File: src/hw/rtl/nosc_pkg.sv
// ----------------------------------------------------------------------------
// nosc_pkg: shared types and constants of the neural oscillator
// Sizes of the hidden layer, the weight word, the accumulator and the codes
// used by the command and configuration ports.
// ----------------------------------------------------------------------------
package nosc_pkg;

    localparam int HIDDEN_UNITS = 512;
    localparam int WEIGHT_BITS  = 16;

    localparam int UNIT_AW   = (HIDDEN_UNITS > 1) ? $clog2(HIDDEN_UNITS) : 1;
    localparam int UNIT_BITS = 3 * WEIGHT_BITS;

    // datapath widths
    localparam int PROD1_W  = WEIGHT_BITS + 17;
    localparam int PRE_W    = WEIGHT_BITS + 18;
    localparam int RELU_W   = WEIGHT_BITS + 16;
    localparam int TERM_W   = RELU_W + 1 + WEIGHT_BITS;
    localparam int ACC_BASE = (TERM_W + UNIT_AW > 41) ? TERM_W + UNIT_AW : 41;
    localparam int ACC_W    = ACC_BASE + 2;

    localparam logic [16:0] TWO_PI_Q13 = 17'd51472;

    // commands carried in tuser
    localparam logic CMD_LOAD = 1'b0;
    localparam logic CMD_TICK = 1'b1;

    // configuration register indexes
    localparam logic [1:0] CFG_PHASE_STEP  = 2'd0;
    localparam logic [1:0] CFG_AMPLITUDE   = 2'd1;
    localparam logic [1:0] CFG_OUTPUT_BIAS = 2'd2;

    localparam logic [15:0] PHASE_STEP_RST = 16'd472;
    localparam logic [15:0] AMPLITUDE_RST  = 16'd16384;

    typedef logic signed [WEIGHT_BITS-1:0] t_weight;

    typedef struct packed {
        t_weight out_w;
        t_weight hid_b;
        t_weight hid_w;
    } t_unit;

    // tag that travels with each weight word into the MAC pipeline
    typedef struct packed {
        logic valid;
        logic last;
    } t_mac_ctrl;

    // sign-extend a 16-bit field, then keep WEIGHT_BITS of it
    function automatic t_weight to_weight(input logic [15:0] x);
        logic signed [31:0] s;
        s = 32'(signed'(x));
        return s[WEIGHT_BITS-1:0];
    endfunction

endpackage

File: src/hw/rtl/nosc_out.sv
// ----------------------------------------------------------------------------
// nosc_out: output scaling and result register
// Rounds the network sum to 32 bits, applies the gain, saturates to Q1.15 and
// holds the word until the downstream side takes it.
// ----------------------------------------------------------------------------
module nosc_out (
    input  logic                              i_clk,
    input  logic                              i_rst_n,
    input  logic                              i_acc_valid,
    input  logic signed [nosc_pkg::ACC_W-1:0] i_acc,
    input  logic [15:0]                       i_amplitude,
    input  logic                              i_m_tready,
    output logic                              o_m_tvalid,
    output logic [15:0]                       o_sample,
    output logic                              o_clip,
    output logic                              o_done
);
    import nosc_pkg::*;

    localparam int NET_W  = ACC_W - 22;
    localparam int NETX_W = (NET_W > 32) ? NET_W : 32;
    localparam int PROD_W = 49;
    localparam logic signed [31:0] NET_MAX = 32'sh7FFF_FFFF;
    localparam logic signed [31:0] NET_MIN = 32'sh8000_0000;

    logic signed [ACC_W-1:0]  acc_rnd;
    logic signed [NETX_W-1:0] netx;
    logic signed [31:0]       net_clamp;
    logic signed [PROD_W-1:0] prod_rnd;
    logic signed [33:0]       scaled;
    logic                     move;

    logic                     r_a_valid, r_b_valid, r_out_valid;
    logic signed [31:0]       r_a_net;
    logic signed [PROD_W-1:0] r_b_prod;
    logic [15:0]              r_sample;
    logic                     r_clip;

    always_comb begin
        acc_rnd = i_acc + (ACC_W'(1) <<< 21);
        netx    = NETX_W'($signed(acc_rnd[ACC_W-1:22]));
        // beyond 32 bits any nonzero gain saturates anyway
        if (netx > NETX_W'(NET_MAX)) begin
            net_clamp = NET_MAX;
        end else if (netx < NETX_W'(NET_MIN)) begin
            net_clamp = NET_MIN;
        end else begin
            net_clamp = netx[31:0];
        end
        prod_rnd = r_b_prod + PROD_W'(16384);
        scaled   = prod_rnd[PROD_W-1:15];
        move     = r_b_valid & (~r_out_valid | i_m_tready);
    end

    always_ff @(posedge i_clk) begin
        if (!i_rst_n) begin
            r_a_valid   <= 1'b0;
            r_b_valid   <= 1'b0;
            r_out_valid <= 1'b0;
        end else begin
            r_a_valid <= i_acc_valid;
            if (r_a_valid) begin
                r_b_valid <= 1'b1;
            end else if (move) begin
                r_b_valid <= 1'b0;
            end
            if (move) begin
                r_out_valid <= 1'b1;
            end else if (i_m_tready) begin
                r_out_valid <= 1'b0;
            end
        end
    end

    always_ff @(posedge i_clk) begin
        if (i_acc_valid) begin
            r_a_net <= net_clamp;
        end
        if (r_a_valid) begin
            r_b_prod <= r_a_net * $signed({1'b0, i_amplitude});
        end
        if (move) begin
            if (scaled > 34'sd32767) begin
                r_sample <= 16'h7FFF;
                r_clip   <= 1'b1;
            end else if (scaled < -34'sd32768) begin
                r_sample <= 16'h8000;
                r_clip   <= 1'b1;
            end else begin
                r_sample <= scaled[15:0];
                r_clip   <= 1'b0;
            end
        end
    end

    assign o_m_tvalid = r_out_valid;
    assign o_sample   = r_sample;
    assign o_clip     = r_clip;
    assign o_done     = move;

endmodule

File: config.mk
export PLATFORM = sky130hd
export DESIGN_NAME = nosc_out
export DESIGN_NICKNAME = d
export VERILOG_FILES = /design/src/hw/rtl/nosc_pkg.sv /design/src/hw/rtl/nosc_out.sv
export SDC_FILE = /design/constraint.sdc
export NUM_CORES = 1
export LEC_CHECK = 0
export ABC_AREA = 1
export BUFFER_PORTS_ARGS = -buffer_cell sky130_fd_sc_hd__clkbuf_2
export CAP_MARGIN = 40
export CORE_MARGIN = 10
export CORE_UTILIZATION = 55
export CTS_CLUSTER_DIAMETER = 120
export CTS_CLUSTER_SIZE = 40
export DETAILED_ROUTE_END_ITERATION = 10
export HOLD_SLACK_MARGIN = 0.08
export PLACE_DENSITY = 0.79
export SLEW_MARGIN = 20
export SYNTH_ARGS = -nofsm -noshare
export SYNTH_HDL_FRONTEND = slang
export SYNTH_SLANG_ARGS = --single-unit
File: constraint.sdc
create_clock -name i_clk -period 7.6 [get_ports i_clk]
set_input_delay 0 -clock i_clk [delete_from_list [all_inputs] [get_ports i_clk]]
set_output_delay 0 -clock i_clk [all_outputs]
set_load 0.01 [all_outputs]
==> run summary <==
The flow ran to the end, and the final reports show no timing, DRC or antenna violations. The CTS tree is done. The beginning of the worst hold path is i_acc[45]. The initialized floorplan defines 77 standard-cell rows.

Headroom to the max-slew limit came out at 41.2%. The dominant cell type by area after synthesis is sky130_fd_sc_hd__fa_1. The post-synthesis sequential area ratio is 10.6%. The data arrival time of the worst path came out at 6.87 ns. The achievable clock frequency came out at 148 MHz. The number of cells produced by synthesis is 3243. The fraction of the cycle the final worst path needs is 88.8%. The number of storage elements in the synthesis netlist came out at 87. The clock buffer count from CTS is 9. The synthesized net count came out at 3927. The placed wire-length estimate came out at 50400 um. The count of flip-flops with a built-in enable after synthesis is 84.

The total of max-cap violations is 0. The initial antenna violation count is 2. The starting density of the core came out at 55.3%. The family of cells with the greatest summed delay on the critical path is adder cells.

The maximum clock path buffer count is 2. In this run the critical register-to-register path is captured at r_b_prod[43]. Walking the worst path, the cells encountered are nand2_1, fa_1, inv_1, fa_1, inv_1, fa_1, fa_1, inv_1, fa_1, inv_1, fa_1, inv_1, ha_1, nand2_1, nor2_1, nand2_1, nor3_1, nand2_1, o211ai_1, xor2_1. At the later pin of the worst-skew pair, clock insertion delay measures 0.39 ns.

By area the synthesized netlist is led by sky130_fd_sc_hd__fa_1, sky130_fd_sc_hd__inv_1, sky130_fd_sc_hd__nand2_1. The detailed router finished its first iteration with 1573 violations. The final critical delay including setup and external delays is 6.75 ns.

The number of buffer and inverter stages on the critical path came out at 5. The critical path crosses 20 cells after its start point. The CTS clock-pin slew for the worst setup and hold paths is 0.09 ns. The netlist area before placement is 24400 um^2. The final number of hold-violating endpoints is 0.

The all-layer global routing usage is 24.4%. Routability-driven placement finished with a final weighted congestion of 0.957. After routing, the total negative slack on setup checks comes to 0 ns. The number of DRC violations after detailed routing came out at 0. Once detail routing completed, the nets flagged for antenna violations numbered 0. The length of the first detailed-routing pass in iterations came out at 5. The global-route wire length before repair came out at 105000 um. The floorplan die width is 230 um. The worst hold path belongs to the class in -> reg. The transition time of the tightest slew-check pin came out at 0.882 ns. The wire length after detailed routing came out at 62300 um. Data on the critical path is required at its endpoint by 7.72 ns. The setup path with the least slack is of type reg -> reg.

The worst hold path terminates at r_a_net[23]. For this design the top-level I/O count stands at 99. Relative to the synthesized area, the layout overhead comes to 5.58%.

The clock root buffer master is sky130_fd_sc_hd__clkbuf_16. The fraction of synthesized cell area taken by the top area cell type came out at 40.0%. Setup violations remaining at the end of the flow were counted as 0. For this run the aggregate overflow at the end of global routing stands at 0. The number of levels in the clock H-tree came out at 3. The largest fanout of any net on the critical path is 16. The worst setup path is launched from a flip-flop. In the synthesized netlist the dominant register cell turns out to be sky130_fd_sc_hd__edfxtp_1. The height of the chip is 230 um.

The worst hold path depth is 4. The number of buffer cells added on primary ports is 77. For the final database, setup skew stands at 0.0257 ns. The final number of max-transition violations was 0. The proportion of layout cells with a drive suffix above 1 came out at 4.21%. The net count of the finished layout came out at 3934.

The largest single stage delay on the critical path is 0.83 ns. Across all register-to-register paths, the minimum setup slack is 0.85 ns. The worst register-to-register path begins at r_a_net[31]. Counting distinct cell types in the post-synthesis netlist gives 41. During synthesis, Yosys emitted a total of 0 warnings.

The share of synthesized flip-flops with an asynchronous set or reset is 0%. The number of global-route vias before repair is 21100. STA classifies the critical path endpoint as a flip-flop. The post-route core utilization is 58.4%.

The average footprint of a synthesized cell came out at 7.51 um^2. Detailed routing inserted a total of 19800 vias. Among the stages of the critical path, the cell type that occurs most often is sky130_fd_sc_hd__fa_1.

The detailed-route vias per instance is 5.14. The number of clock sinks came out at 87. The largest individual stage delay along the critical path comes from the cell sky130_fd_sc_hd__fa_1. The total die area came out at 53100 um^2. The average wire per standard cell is 16.2 um.

The maximum number of pins on one net before global-route repair came out at 37. The depth of the worst register-to-register path is 20. Setup repair after global routing left no endpoint under its margin. The floorplan step defined a core boundary enclosing 44000 um^2.
worst register-to-register path: stages, from the launching register on:
cell	delay [ns]
sky130_fd_sc_hd__edfxtp_1	0.75
sky130_fd_sc_hd__nand2_1	0.23
sky130_fd_sc_hd__fa_1	0.70
sky130_fd_sc_hd__inv_1	0.13
sky130_fd_sc_hd__fa_1	0.83
sky130_fd_sc_hd__inv_1	0.21
sky130_fd_sc_hd__fa_1	0.44
sky130_fd_sc_hd__fa_1	0.49
sky130_fd_sc_hd__inv_1	0.06
sky130_fd_sc_hd__fa_1	0.49
sky130_fd_sc_hd__inv_1	0.07
sky130_fd_sc_hd__fa_1	0.54
sky130_fd_sc_hd__inv_1	0.05
sky130_fd_sc_hd__ha_1	0.40
sky130_fd_sc_hd__nand2_1	0.13
sky130_fd_sc_hd__nor2_1	0.25
sky130_fd_sc_hd__nand2_1	0.12
sky130_fd_sc_hd__nor3_1	0.21
sky130_fd_sc_hd__nand2_1	0.08
sky130_fd_sc_hd__o211ai_1	0.21
sky130_fd_sc_hd__xor2_1	0.09
cells by family after synthesis:
logic type	Yosys count	synth area share (%)
compound gates	142	3.28
fa+ha+maj	604	46.0
simple gates	1248	20.3
xor+xnor	84	3.02
buf+inv	1078	16.7
flops	87	10.6
final cells by class:
cell class | count | area, um^2
antenna | 1 | 2.50
clock buffer | 9 | 225
clock inverter | 6 | 45.0
fill | 4037 | 18300
inverter | 959 | 3600
multi-input combinational | 2078 | 17700
sequential | 87 | 2580
tap | 592 | 741
timing repair buffer | 115 | 827
sequential cells by signal, indices dropped and copies added (netlist names):
name	flops
o_clip	1
o_m_tvalid	1
o_sample	16
r_a_net	32
r_a_valid	1
r_b_prod	35
r_b_valid	1
timing repair:
| item | in CTS | in global routing |
|---|---|---|
| hold buffers | 19 | 1 |
| setup buffers | 0 | 0 |
| hold endpoints to repair | 20 | 2 |
| gates resized for setup | 0 | 0 |
cell usage after synthesis, types with 3 or more instances:
master                     instances
sky130_fd_sc_hd__a21boi_0          7
sky130_fd_sc_hd__a21o_1           11
sky130_fd_sc_hd__a21oi_1          61
sky130_fd_sc_hd__a31oi_1           8
sky130_fd_sc_hd__buf_2             3
sky130_fd_sc_hd__buf_4             4
sky130_fd_sc_hd__clkbuf_1        109
sky130_fd_sc_hd__clkinv_1          3
sky130_fd_sc_hd__dfxtp_1           3
sky130_fd_sc_hd__edfxtp_1         84
sky130_fd_sc_hd__fa_1            487
sky130_fd_sc_hd__ha_1            117
sky130_fd_sc_hd__inv_1           948
sky130_fd_sc_hd__inv_2             8
sky130_fd_sc_hd__nand2_1         923
sky130_fd_sc_hd__nand2_2           4
sky130_fd_sc_hd__nand3_1          59
sky130_fd_sc_hd__nand4_1          22
sky130_fd_sc_hd__nor2_1          193
sky130_fd_sc_hd__nor2_2            7
sky130_fd_sc_hd__nor2_4            4
sky130_fd_sc_hd__nor3_1           21
sky130_fd_sc_hd__nor3_2            3
sky130_fd_sc_hd__nor4_1            4
sky130_fd_sc_hd__o21a_1            3
sky130_fd_sc_hd__o21ai_0          42
sky130_fd_sc_hd__o21bai_1          5
sky130_fd_sc_hd__xnor2_1          32
sky130_fd_sc_hd__xor2_1           52
per-layer routing:
layer	vias up	track usage (%)	part of all wire [%]
met5	-	0	0.011
met3	137	4.71	8.6
met1	9561	31.3	41
li1	9215	-	-
met2	853	41.6	48
met4	2	6.84	2.5
metrics by stage:
| step | area, um^2 | setup slack [ns] | cells | hold slack [ns] |
|---|---|---|---|---|
| after global routing | 25700 | 0.407 | 3846 | 0.110 |
| after floorplan | 24400 | 1.42 | 3243 | 0.0935 |
| after global placement | 25100 | 1.01 | 3803 | 0.303 |
| after detailed placement | 25100 | 0.901 | 3805 | 0.309 |
| after CTS | 25600 | 0.867 | 3839 | 0.0816 |
| final | 25700 | 0.854 | 3847 | 0.0955 |
worst max path at each step:
| stage | start | to | slack (ns) |
|---|---|---|---|
| 2_1_floorplan | r_a_net[31] | r_b_prod[48] | 1.42 |
| 3_3_place_gp | r_a_net[31] | r_b_prod[48] | 1.01 |
| 3_5_place_dp | r_a_net[31] | r_b_prod[43] | 0.90 |
| 4_1_cts | r_a_net[31] | r_b_prod[43] | 0.87 |
| 5_1_grt | r_a_net[31] | r_b_prod[43] | 0.41 |
| 6_report | r_a_net[31] | r_b_prod[43] | 0.85 |
cells in the final DEF (no fill, tap or decap), drive strengths merged, types with 2 or more instances in the layout:
master       instances
a211oi               2
a21boi               7
a21o                11
a21oi               61
a31oi                8
and3                 2
buf                 18
clkbuf              86
clkinv               6
dfxtp                3
dlygate4sd3         20
edfxtp              84
fa                 487
ha                 117
inv                958
nand2              928
nand3               60
nand3b               2
nand4               22
nor2               204
nor3                24
nor4                 4
o21a                 3
o21ai               42
o21bai               5
xnor2               32
xor2                52
Power is left out: the tool's default activity adds up to more than one toggle a clock period on the data nets, which glitch-free logic cannot reach.
